==> src/rtl/core/tbb_pkg.sv <==
// Shared types and constants of the tile binning bounding box unit.
package tbb_pkg;

    localparam int COORD_W = 16;
    localparam int TAG_W   = 16;
    localparam int FRAME_W = 10;
    localparam int PAD_W   = 6;
    localparam int CFG_W   = 10;
    localparam int CFG_IDX_W = 2;
    localparam int TILE_W  = 3;
    localparam int INDEX_W = 6;
    localparam int COUNT_W = 4;
    localparam int CMP_W   = 12;
    localparam int S_TDATA_W = 80;
    localparam int M_TDATA_W = 32;

    localparam logic [CFG_IDX_W-1:0] CFG_FRAME_WIDTH  = 2'd0;
    localparam logic [CFG_IDX_W-1:0] CFG_FRAME_HEIGHT = 2'd1;
    localparam logic [CFG_IDX_W-1:0] CFG_BOUND_PAD    = 2'd2;

    localparam logic [FRAME_W-1:0] FRAME_RESET = 10'd512;
    localparam logic [PAD_W-1:0]   PAD_RESET   = 6'd1;

    typedef struct packed {
        logic load;
        logic calc;
        logic emit;
    } t_tbb_cmd;

    typedef struct packed {
        logic empty;
        logic last;
        logic out_free;
    } t_tbb_sts;

endpackage

==> src/rtl/core/tbb_datapath.sv <==
// Datapath: config registers, box clamp and tile range, tile scan counters, output register.
module tbb_datapath #(
    parameter int TILE_PIXELS   = 64,
    parameter int MAX_TILE_COLS = 8,
    parameter int MAX_TILE_ROWS = 8
) (
    input  logic                              i_clk,
    input  logic                              i_rst_n,
    input  logic                              i_cfg_wr_en,
    input  logic [tbb_pkg::CFG_IDX_W-1:0]     i_cfg_index,
    input  logic [tbb_pkg::CFG_W-1:0]         i_cfg_data,
    input  logic [tbb_pkg::S_TDATA_W-1:0]     i_s_tdata,
    input  tbb_pkg::t_tbb_cmd                 i_cmd,
    output tbb_pkg::t_tbb_sts                 o_sts,
    input  logic                              i_m_tready,
    output logic                              o_m_tvalid,
    output logic [tbb_pkg::M_TDATA_W-1:0]     o_m_tdata,
    output logic                              o_m_tlast
);
    import tbb_pkg::*;

    localparam int TS_LOG2 = $clog2(TILE_PIXELS);

    logic [FRAME_W-1:0] r_frame_w, r_frame_h;
    logic [PAD_W-1:0]   r_pad;

    logic signed [COORD_W-1:0] r_min_x, r_min_y, r_max_x, r_max_y;
    logic [TAG_W-1:0]          r_tag;

    logic [TILE_W-1:0]  r_cs, r_ce, r_rs, r_re, r_row, r_col;
    logic [COUNT_W-1:0] r_cols;
    logic               r_empty;

    logic               r_out_valid;
    logic [TILE_W-1:0]  r_out_row, r_out_col;
    logic [INDEX_W-1:0] r_out_index;
    logic [TAG_W-1:0]   r_out_tag;
    logic               r_out_last;

    function automatic logic [FRAME_W-1:0] clamp_edge(input logic signed [COORD_W:0] v,
                                                      input logic [FRAME_W-1:0] hi);
        logic [FRAME_W-1:0] res;
        if (v[COORD_W]) begin
            res = '0;
        end else if (v[COORD_W-1:0] > {{(COORD_W-FRAME_W){1'b0}}, hi}) begin
            res = hi;
        end else begin
            res = v[FRAME_W-1:0];
        end
        return res;
    endfunction

    function automatic logic [COUNT_W-1:0] tile_count(input logic [FRAME_W-1:0] size,
                                                      input logic [CMP_W-1:0] cap);
        logic [FRAME_W:0]   sum;
        logic [CMP_W-1:0]   cnt;
        logic [COUNT_W-1:0] res;
        sum = {1'b0, size} + (FRAME_W+1)'(TILE_PIXELS - 1);
        cnt = CMP_W'(sum[FRAME_W:TS_LOG2]);
        if (cnt > cap) begin
            res = cap[COUNT_W-1:0];
        end else begin
            res = cnt[COUNT_W-1:0];
        end
        return res;
    endfunction

    logic signed [COORD_W:0] v_cs, v_rs, v_ce, v_re;
    logic [FRAME_W-1:0]      k_cs, k_rs, k_ce, k_re;
    logic [CMP_W-1:0]        ts_cs, ts_rs, ts_ce, ts_re, ce_cap, re_cap, lim_c, lim_r;
    logic [COUNT_W-1:0]      cols, rows;
    logic                    n_empty;

    assign v_cs = $signed({r_min_x[COORD_W-1], r_min_x}) - $signed({11'd0, r_pad});
    assign v_rs = $signed({r_min_y[COORD_W-1], r_min_y}) - $signed({11'd0, r_pad});
    assign v_ce = $signed({r_max_x[COORD_W-1], r_max_x}) + $signed({11'd0, r_pad});
    assign v_re = $signed({r_max_y[COORD_W-1], r_max_y}) + $signed({11'd0, r_pad});

    assign k_cs = clamp_edge(v_cs, r_frame_w);
    assign k_rs = clamp_edge(v_rs, r_frame_h);
    assign k_ce = clamp_edge(v_ce, r_frame_w);
    assign k_re = clamp_edge(v_re, r_frame_h);

    assign ts_cs = CMP_W'(k_cs[FRAME_W-1:TS_LOG2]);
    assign ts_rs = CMP_W'(k_rs[FRAME_W-1:TS_LOG2]);
    assign ts_ce = CMP_W'(k_ce[FRAME_W-1:TS_LOG2]);
    assign ts_re = CMP_W'(k_re[FRAME_W-1:TS_LOG2]);

    assign cols  = tile_count(r_frame_w, CMP_W'(MAX_TILE_COLS));
    assign rows  = tile_count(r_frame_h, CMP_W'(MAX_TILE_ROWS));
    assign lim_c = CMP_W'(cols) - CMP_W'(1);
    assign lim_r = CMP_W'(rows) - CMP_W'(1);

    assign ce_cap = (ts_ce > lim_c) ? lim_c : ts_ce;
    assign re_cap = (ts_re > lim_r) ? lim_r : ts_re;

    assign n_empty = (cols == '0) || (rows == '0) || (ts_cs > ce_cap) || (ts_rs > re_cap);

    // config registers
    always_ff @(posedge i_clk) begin
        if (!i_rst_n) begin
            r_frame_w <= FRAME_RESET;
            r_frame_h <= FRAME_RESET;
            r_pad     <= PAD_RESET;
        end else if (i_cfg_wr_en) begin
            case (i_cfg_index)
                CFG_FRAME_WIDTH:  r_frame_w <= i_cfg_data[FRAME_W-1:0];
                CFG_FRAME_HEIGHT: r_frame_h <= i_cfg_data[FRAME_W-1:0];
                CFG_BOUND_PAD:    r_pad     <= i_cfg_data[PAD_W-1:0];
                default: ;
            endcase
        end
    end

    // request capture, range setup, scan counters
    always_ff @(posedge i_clk) begin
        if (i_cmd.load) begin
            r_min_x <= i_s_tdata[15:0];
            r_min_y <= i_s_tdata[31:16];
            r_max_x <= i_s_tdata[47:32];
            r_max_y <= i_s_tdata[63:48];
            r_tag   <= i_s_tdata[79:64];
        end
        if (i_cmd.calc) begin
            r_cs    <= ts_cs[TILE_W-1:0];
            r_rs    <= ts_rs[TILE_W-1:0];
            r_ce    <= ce_cap[TILE_W-1:0];
            r_re    <= re_cap[TILE_W-1:0];
            r_row   <= ts_rs[TILE_W-1:0];
            r_col   <= ts_cs[TILE_W-1:0];
            r_cols  <= cols;
            r_empty <= n_empty;
        end else if (i_cmd.emit) begin
            if (r_col == r_ce) begin
                r_col <= r_cs;
                r_row <= r_row + TILE_W'(1);
            end else begin
                r_col <= r_col + TILE_W'(1);
            end
        end
    end

    logic [6:0] idx_full;
    assign idx_full = 7'(r_row) * 7'(r_cols) + 7'(r_col);

    always_ff @(posedge i_clk) begin
        if (i_cmd.emit) begin
            r_out_row   <= r_row;
            r_out_col   <= r_col;
            r_out_index <= idx_full[INDEX_W-1:0];
            r_out_tag   <= r_tag;
            r_out_last  <= o_sts.last;
        end
    end

    always_ff @(posedge i_clk) begin
        if (!i_rst_n) begin
            r_out_valid <= 1'b0;
        end else if (i_cmd.emit) begin
            r_out_valid <= 1'b1;
        end else if (i_m_tready) begin
            r_out_valid <= 1'b0;
        end
    end

    assign o_sts.empty    = r_empty;
    assign o_sts.last     = (r_row == r_re) && (r_col == r_ce);
    assign o_sts.out_free = !r_out_valid || i_m_tready;

    assign o_m_tvalid = r_out_valid;
    assign o_m_tdata  = {4'd0, r_out_tag, r_out_index, r_out_col, r_out_row};
    assign o_m_tlast  = r_out_last;

endmodule

==> src/rtl/core/tbb_ctrl.sv <==
// Controller: request accept, range setup and tile scan sequencing.
module tbb_ctrl (
    input  logic               i_clk,
    input  logic               i_rst_n,
    input  logic               i_s_tvalid,
    output logic               o_s_tready,
    input  tbb_pkg::t_tbb_sts  i_sts,
    output tbb_pkg::t_tbb_cmd  o_cmd
);
    import tbb_pkg::*;

    typedef enum logic [1:0] {
        S_IDLE,
        S_CALC,
        S_SCAN
    } t_state;

    t_state r_state, n_state;

    always_comb begin
        n_state    = r_state;
        o_cmd      = '0;
        o_s_tready = 1'b0;
        case (r_state)
            S_IDLE: begin
                o_s_tready = 1'b1;
                if (i_s_tvalid) begin
                    o_cmd.load = 1'b1;
                    n_state    = S_CALC;
                end
            end
            S_CALC: begin
                o_cmd.calc = 1'b1;
                n_state    = S_SCAN;
            end
            S_SCAN: begin
                if (i_sts.empty) begin
                    n_state = S_IDLE;
                end else if (i_sts.out_free) begin
                    o_cmd.emit = 1'b1;
                    if (i_sts.last) begin
                        n_state = S_IDLE;
                    end
                end
            end
            default: n_state = S_IDLE;
        endcase
    end

    always_ff @(posedge i_clk) begin
        if (!i_rst_n) begin
            r_state <= S_IDLE;
        end else begin
            r_state <= n_state;
        end
    end

endmodule

==> src/rtl/core/tile_bin_bounding_box_unit.sv <==
// Top level of the tile binning bounding box unit.
//
//  channel  dir  handshake                    payload
//  s_axis   in   s_axis_tvalid/tready         tdata: min_x, min_y, max_x, max_y, tag
//  m_axis   out  m_axis_tvalid/tready         tdata: row, col, index, tag; tlast
//  cfg      in   i_cfg_wr_en                  i_cfg_index, i_cfg_data
//
// A request is handled in order: capture, then clamp and tile range, then one tile per
// cycle from the scan counters for each of the N covered tiles (1..64); when no tile is
// covered the scan ends without output. A stalled output holds the scan. The next
// request is taken while the last tile still waits in the output register. Reset is
// synchronous, active low.
module tile_bin_bounding_box_unit #(
    parameter int TILE_PIXELS   = 64,
    parameter int MAX_TILE_COLS = 8,
    parameter int MAX_TILE_ROWS = 8
) (
    input  logic                               i_clk,
    input  logic                               i_rst_n,
    input  logic                               s_axis_tvalid,
    output logic                               s_axis_tready,
    // min_x[15:0], min_y[31:16], max_x[47:32], max_y[63:48], primitive_tag[79:64]
    input  logic [tbb_pkg::S_TDATA_W-1:0]      s_axis_tdata,
    output logic                               m_axis_tvalid,
    input  logic                               m_axis_tready,
    // tile_row[2:0], tile_col[5:3], tile_index[11:6], tag_out[27:12], zero[31:28]
    output logic [tbb_pkg::M_TDATA_W-1:0]      m_axis_tdata,
    output logic                               m_axis_tlast,
    input  logic                               i_cfg_wr_en,
    input  logic [tbb_pkg::CFG_IDX_W-1:0]      i_cfg_index,
    input  logic [tbb_pkg::CFG_W-1:0]          i_cfg_data
);
    import tbb_pkg::*;

    t_tbb_cmd cmd;
    t_tbb_sts sts;

    tbb_ctrl u_ctrl (
        .i_clk      (i_clk),
        .i_rst_n    (i_rst_n),
        .i_s_tvalid (s_axis_tvalid),
        .o_s_tready (s_axis_tready),
        .i_sts      (sts),
        .o_cmd      (cmd)
    );

    tbb_datapath #(
        .TILE_PIXELS   (TILE_PIXELS),
        .MAX_TILE_COLS (MAX_TILE_COLS),
        .MAX_TILE_ROWS (MAX_TILE_ROWS)
    ) u_datapath (
        .i_clk       (i_clk),
        .i_rst_n     (i_rst_n),
        .i_cfg_wr_en (i_cfg_wr_en),
        .i_cfg_index (i_cfg_index),
        .i_cfg_data  (i_cfg_data),
        .i_s_tdata   (s_axis_tdata),
        .i_cmd       (cmd),
        .o_sts       (sts),
        .i_m_tready  (m_axis_tready),
        .o_m_tvalid  (m_axis_tvalid),
        .o_m_tdata   (m_axis_tdata),
        .o_m_tlast   (m_axis_tlast)
    );

endmodule
==> config.mk <==
export PLATFORM = sky130hd
export DESIGN_NAME = tile_bin_bounding_box_unit
export DESIGN_NICKNAME = d
export VERILOG_FILES = /design/src/rtl/core/tbb_pkg.sv /design/src/rtl/core/tbb_datapath.sv /design/src/rtl/core/tbb_ctrl.sv /design/src/rtl/core/tile_bin_bounding_box_unit.sv
export SDC_FILE = /design/constraint.sdc
export NUM_CORES = 1
export LEC_CHECK = 0
export ABC_AREA = 1
export BUFFER_PORTS_ARGS = -buffer_cell sky130_fd_sc_hd__buf_2
export CAP_MARGIN = 10
export CORE_ASPECT_RATIO = 0.7
export CORE_MARGIN = 8
export CORE_UTILIZATION = 40
export DETAILED_ROUTE_END_ITERATION = 10
export PLACE_DENSITY = 0.67
export SETUP_SLACK_MARGIN = 0.1
export SYNTH_ARGS = -nofsm -noshare
export SYNTH_HDL_FRONTEND = slang
export SYNTH_SLANG_ARGS = --single-unit
export TNS_END_PERCENT = 100
==> constraint.sdc <==
create_clock -name i_clk -period 10.8 [get_ports i_clk]
set_clock_uncertainty 0.15 [all_clocks]
set_input_delay 2.16 -clock i_clk [delete_from_list [all_inputs] [get_ports i_clk]]
set_output_delay 2.16 -clock i_clk [all_outputs]
set_load 0.03 [all_outputs]
== Word-level counts from Yosys, hierarchy flattened ==
Index checks and enable logic that the tools add are counted.

* Bits in registers: 158
* Latch bits: 0
* RAM bits: 0
* ROM bits: 0
* Input port bits: 97
* Output and inout port bits: 35
* Word-level logic and storage cells: 103
* Memories kept: 0

* Add/subtract/negate cells: 11
* $mul: 1
* Div/mod/pow operators: 0
* Magnitude comparators: 10
* Equal/unequal tests: 9
* Shift operators: 0
* Muxes and demuxes: 32
* Bitwise gates (word level): 0
* Reductions and logical operators: 18

{| class="wikitable"
|+ Operator list
! cell !! number
|-
| 2-to-1 mux 10 bit || 8
|-
| greater-than comparator 16 x 10 -> 1 bit || 4
|-
| greater-than comparator 4 x 12 -> 1 bit || 4
|-
| adder 16 x 7 -> 17 bit || 2
|-
| subtractor 16 x 7 -> 17 bit || 2
|-
| 2-to-1 mux 12 bit || 2
|-
| adder 10 x 6 -> 11 bit, second input constant || 2
|-
| 2-to-1 mux 3 bit || 6
|-
| greater-than comparator 5 x 4 -> 1 bit, second input constant || 2
|-
| subtractor 4 x 1 -> 5 bit, second input constant || 2
|-
| 2-to-1 mux 1 bit || 9
|-
| zero test 4 bit || 2
|-
| 2-to-1 mux 2 bit || 4
|-
| 2-to-1 mux 4 bit || 2
|-
| AND reduction 2 bit || 4
|-
| adder 3 x 1 -> 3 bit, second input constant || 2
|-
| adder 6 x 3 -> 6 bit || 1
|-
| equality test 3 bit || 2
|-
| multiplier 3 x 4 -> 6 bit || 1
|-
| != test 3 x 2 -> 1 bit, second input constant || 2
|-
| case mux 2 bit (3 select lines) || 1
|-
| nonzero test 2 bit || 3
|-
| equality test 2 x 1 -> 1 bit, second input constant || 2
|-
| equality test 2 bit, second input constant || 2
|-
| 6 further kinds || 10
|}

== Logic depth before layout (Yosys ltp) ==
* Depth in word-level cells: 9
* Depth in mapped cells: 39

== Hierarchy ==
From an unflattened synthesis, not the netlist that was laid out.

* Cell total of the unflattened synthesis: 1141
* Area, all modules: 10052.1 µm²

{| class="wikitable"
|+ Modules (own cells, without submodules)
! module !! times used !! cells each !! area an instance (µm²) !! sequential area each (µm²)
|-
| tbb_datapath || 1 || 1123 || 9933.3 || 4414.2
|-
| tbb_ctrl || 1 || 18 || 118.9 || 40.0
|}

== Worst setup path before layout ==
No wires, ideal clock.

* Path kind: input-to-reg
* From: in s_axis_tvalid
* To: reg u_datapath.r_max_x[0], enable pin
* Arrival time: 5.525 ns
* Required time: 10.131 ns
* Path slack: 4.606 ns
* Cell stages on the path: 2
* Cells stage by stage: inv_1 nor2_1

{| class="wikitable"
|+ RTL lines
! what !! RTL line !! RTL
|-
| from (decl) || tile_bin_bounding_box_unit.sv:20 || <nowiki>input logic s_axis_tvalid,</nowiki>
|-
| to (signal assigned) || tbb_datapath.sv:120 || <nowiki>r_max_x <= i_s_tdata[47:32];</nowiki>
|-
| to (decl) || tbb_datapath.sv:27 || <nowiki>logic signed [COORD_W-1:0] r_min_x, r_min_y, r_max_x, r_max_y;</nowiki>
|}

== Worst setup path after layout ==
* From: reg u_datapath.r_pad[0]
* To: reg u_datapath.r_empty (data pin)

* Word-level cells in the longest chain between the ends: 9
* Elaborated cells on any way between the ends: 24

{| class="wikitable"
|+ Ends and longest elaborated chain
! what !! RTL line !! RTL
|-
| from (decl) || tbb_datapath.sv:25 || <nowiki>logic [PAD_W-1:0] r_pad;</nowiki>
|-
| from (signal assigned) || tbb_datapath.sv:109 || <nowiki>CFG_BOUND_PAD: r_pad <= i_cfg_data[PAD_W-1:0];</nowiki>
|-
| adder 16 x 7 -> 17 bit || tbb_datapath.sv:76 || <nowiki>assign v_ce = $signed({r_max_x[COORD_W-1], r_max_x}) + $signed({11'd0, r_pad});</nowiki>
|-
| greater-than comparator 16 x 10 -> 1 bit || tbb_datapath.sv:45 || <nowiki>end else if (v[COORD_W-1:0] > {{(COORD_W-FRAME_W){1'b0}}, hi}) begin</nowiki>
|-
| 2-to-1 mux 10 bit || tbb_datapath.sv:45 ||
|-
| 2-to-1 mux 10 bit || tbb_datapath.sv:43 || <nowiki>if (v[COORD_W]) begin</nowiki>
|-
| greater-than comparator 4 x 12 -> 1 bit || tbb_datapath.sv:94 || <nowiki>assign ce_cap = (ts_ce > lim_c) ? lim_c : ts_ce;</nowiki>
|-
| 2-to-1 mux 12 bit || tbb_datapath.sv:94 ||
|-
| greater-than comparator 4 x 12 -> 1 bit || tbb_datapath.sv:97 || <nowiki>assign n_empty = (cols == '0) || (rows == '0) || (ts_cs > ce_cap) || (ts_rs > re_cap);</nowiki>
|-
| logical OR 1 bit || tbb_datapath.sv:97 ||
|-
| logical OR 1 bit * || tbb_datapath.sv:97 ||
|-
| named net u_datapath.n_empty || tbb_datapath.sv:72 || <nowiki>logic n_empty;</nowiki>
|-
| to (signal assigned) || tbb_datapath.sv:132 || <nowiki>r_empty <= n_empty;</nowiki>
|-
| to (decl) || tbb_datapath.sv:32 || <nowiki>logic r_empty;</nowiki>
|}

The timed path passes the listed nets; every way through them passes the cells marked *.
A chain may end at the register's enable or synchronous reset.

==> flow_metrics.tcl <==
set metrics [dict create \
    run_status "complete, no violations" \
    rsz0062_at_grt "no" \
    finalMaxSlewViolations 0 \
    reg2regPathDepth 32 \
    core_area_mm2 0.02468 \
    tns_ps 0 \
    die_height_um 148.6 \
    ir_drop_v 0.0001206 \
    maxCapViolations 0 \
    std_cell_rows 48 \
    required_ps 10830 \
    num_vias 8049 \
    yosysWarnings 0 \
    boundaryPins 132 \
    power_density_mw_per_mm2 146.8 \
    antenna_left 0 \
    drt_first_iter_violations 603 \
    insertedDiodeCount 0 \
    yosysTopAreaCellShare_pct 38.53 \
    p_int_w 0.001158 \
    grt_pass1_vias 7637 \
    crit_family "simple AND/OR/NAND/NOR gates" \
    r2r_slack_ps 5170 \
    setup_violations 0 \
    clock_path_buffers 2 \
    worst-path-buf-inv 6 \
    comb_power_share_pct 22.2 \
    antenna_found_initial 0 \
    p_seq_share_pct 42.6 \
    p_leak_nw 5.488 \
    synthCells 1147 \
    grt_pass1_wl_um 39480 \
    postCtsHoldBufs 0 \
    remaining_drc_errors 0 \
    worstHoldPathCells 0 \
    cts.htree.levels 4 \
    slowest_delay_ps 420 \
    die_w_um 205.5 \
    dp_hpwl_um 19350 \
    ys_seq_area_share_pct 44.31 \
    cts_tree "yes" \
    grt-ovfl-total 0 \
    cts_resized 0 \
    rr_endpoint "u_datapath.r_empty" \
    clock_latency_ps 440 \
    timing_hold_violations_final 0 \
    post-cts-setup-buffers 0 \
    syn_to_final_growth_pct 16.03 \
    viasPerCell 4.953 \
    period_needed_ps 5628 \
    path_clk_slew_ps 70 \
    power_w 0.001712 \
    worstMarginPinSlew_ps 1082 \
    holdPathEnd "u_datapath.r_out_tag[1]" \
    gp_congestion 0.8903 \
    drive_above_1_share_pct 16.46 \
    critical_path_class "flip-flop to flip-flop" \
    fmax_mhz 177.7 \
    fin_util_pct 47.26 \
    min_path_type "flip-flop to flip-flop" \
    synth_largest_area_cell "edfxtp_1" \
    synth_area_mm2 0.01005 \
    ys_ff_latch 158 \
    worst_path_max_delay_cell "fa_1" \
    wl_per_cell_um 14.99 \
    start_util_pct 40.73 \
    synth-async-reset-ratio_pct 0 \
    synthTopCellsByArea "edfxtp_1 (39%), ha_1 (12%), nand2_1 (10%)" \
    root_buffer "clkbuf_16" \
    path_common_cell "nand2_1" \
    avgSynthCellArea_um2 8.765 \
    period_share_pct 52.11 \
    endpoint_kind "flip-flop" \
    synth_edf_count 129 \
    drtPass1Iterations 5 \
    numCtsBuffers 17 \
    portBuffers 127 \
    crit_arrival_ps 5660 \
    synth_ff_type "edfxtp_1" \
    cts_sinks 158 \
    max_slew_margin_pct 27.84 \
    p_sw_share_pct 32.35 \
    worstHoldStart "u_datapath.r_tag[1]" \
    worstPathMaxFanout 9 \
    nFillCells 2351 \
    timing.rr.start "u_datapath.r_pad[0]" \
    switching_power_w 0.0005539 \
    nNetsFinal 1488 \
    crit_path_start_kind "flip-flop" \
    ys_types 46 \
    grtUsageTotal_pct 16.31 \
    grt_max_degree 81 \
    wl_um 24350 \
    die_area_mm2 0.03054 \
    clockPowerShare_pct 35.2 \
]
==> worst register-to-register path, delay by kind of cell, from the launching register on <==
kind / cells / cell delay, ps
buffers and inverters: 6 / 500
and+or+nand+nor: 13 / 1510
adders and majority gates: 5 / 1440
AOI/OAI and AO/OA: 7 / 1080
xor gates and xnor gates: 1 / 270
DFF: 1 / 410
==> per-layer routing <==
layer | up-vias | wire length, µm | global-route usage, %
met5 | - | 0 | 0
met4 | 0 | 261 | 3.993
met3 | 23 | 1639 | 3.890
met2 | 235 | 10180 | 24.34
met1 | 3706 | 12270 | 23.36
li1 | 4085 | - | -
==> cell type report <==
cell class / instances / area [µm²] / share of cell area, %
clock buffer: 17 / 425.4 / 3.647
clock inverter: 15 / 167.7 / 1.437
inverter: 179 / 671.9 / 5.760
multi-input combinational: 802 / 4888 / 41.91
sequential: 158 / 4454 / 38.19
tap: 325 / 406.6 / 3.486
timing repair buffer: 129 / 650.6 / 5.578
==> through the flow <==
stage               hold slack, ps  std cells  setup WS (ps)  area (µm²)
finish                       267.3       1625           5172       11660
global route                 280.4       1625           4696       11660
CTS                          268.6       1625           5220       11660
detailed placement           254.5       1593           5252       11070
global placement             250.2       1593           5400       11070
floorplan                    250.3       1150           4606       10060
==> kinds of logic after synthesis <==
kind of cell	Yosys count	synth area share, %
simple gates	520	23.41
fa+ha+maj	104	13.54
xor+xnor	49	4.269
buf+inv	190	7.281
flops	158	44.31
compound gates	125	7.156
other cells	1	0.03730
==> worst max-delay path by stage <==
stage               slack, ps               endpoint                  start  cells past startpoint
global route             4700     u_datapath.r_empty    u_datapath.r_pad[0]                     35
floorplan                4610  u_datapath.r_max_x[0]          s_axis_tvalid                      2
global placement         5400     u_datapath.r_empty  u_datapath.r_max_x[2]                     34
CTS                      5220     u_datapath.r_empty    u_datapath.r_pad[0]                     32
finish                   5170     u_datapath.r_empty    u_datapath.r_pad[0]                     32
detailed placement       5250     u_datapath.r_empty    u_datapath.r_pad[0]                     33
==> registers in the layout (all words and copies together), names as in the netlist, 6 cells and up <==
name	flops
u_datapath.r_pad	6
u_datapath.r_out_index	6
u_datapath.r_frame_h	10
u_datapath.r_max_y	16
u_datapath.r_min_y	16
u_datapath.r_frame_w	10
u_datapath.r_min_x	16
u_datapath.r_tag	16
u_datapath.r_max_x	16
u_datapath.r_out_tag	16
==> placed cells by master, fill, tap and decap left out, drive strengths merged <==
cell / Yosys / layout
a211oi: 1 / 1
a21boi: 1 / 1
a21o: 3 / 3
a21oi: 57 / 57
a221oi: 1 / 1
a31oi: 7 / 7
a41oi: 3 / 3
and2: 1 / 1
and3: 5 / 5
buf: 5 / 129
clkbuf: 6 / 17
clkinv: 1 / 6
clkinvlp: 0 / 1
conb: 1 / 4
dfxtp: 29 / 29
edfxtp: 129 / 129
fa: 8 / 8
ha: 96 / 96
inv: 178 / 187
nand2: 292 / 292
nand3: 74 / 74
nand3b: 3 / 3
nand4: 28 / 28
nor2: 99 / 99
nor3: 9 / 9
nor4: 1 / 1
o211ai: 5 / 5
o21a: 3 / 3
o21ai: 36 / 36
o21bai: 7 / 7
o22ai: 1 / 1
or2: 8 / 8
xnor2: 18 / 18
xor2: 31 / 31
==> power groups by stage <==
stage | clock [W] | combinational, W | sequential (W)
2_1_floorplan | 0 | 0.000272 | 0.000741
3_3_place_gp | 0 | 0.000363 | 0.000742
3_5_place_dp | 0 | 0.000375 | 0.000742
4_1_cts | 0.000622 | 0.000378 | 0.000729
5_1_grt | 0.000644 | 0.000437 | 0.000733
6_report | 0.000603 | 0.000380 | 0.000729
==> Yosys cell counts (all sizes together), types with 3 or more instances <==
cell and instances:
a21o 3, a21oi 57, a31oi 7, a41oi 3
and3 5, buf 5, clkbuf 6, dfxtp 29
edfxtp 129, fa 8, ha 96, inv 178
nand2 292, nand3 74, nand3b 3, nand4 28
nor2 99, nor3 9, o211ai 5, o21a 3
o21ai 36, o21bai 7, or2 8, xnor2 18
xor2 31
(Power assumes the default switching activity.)
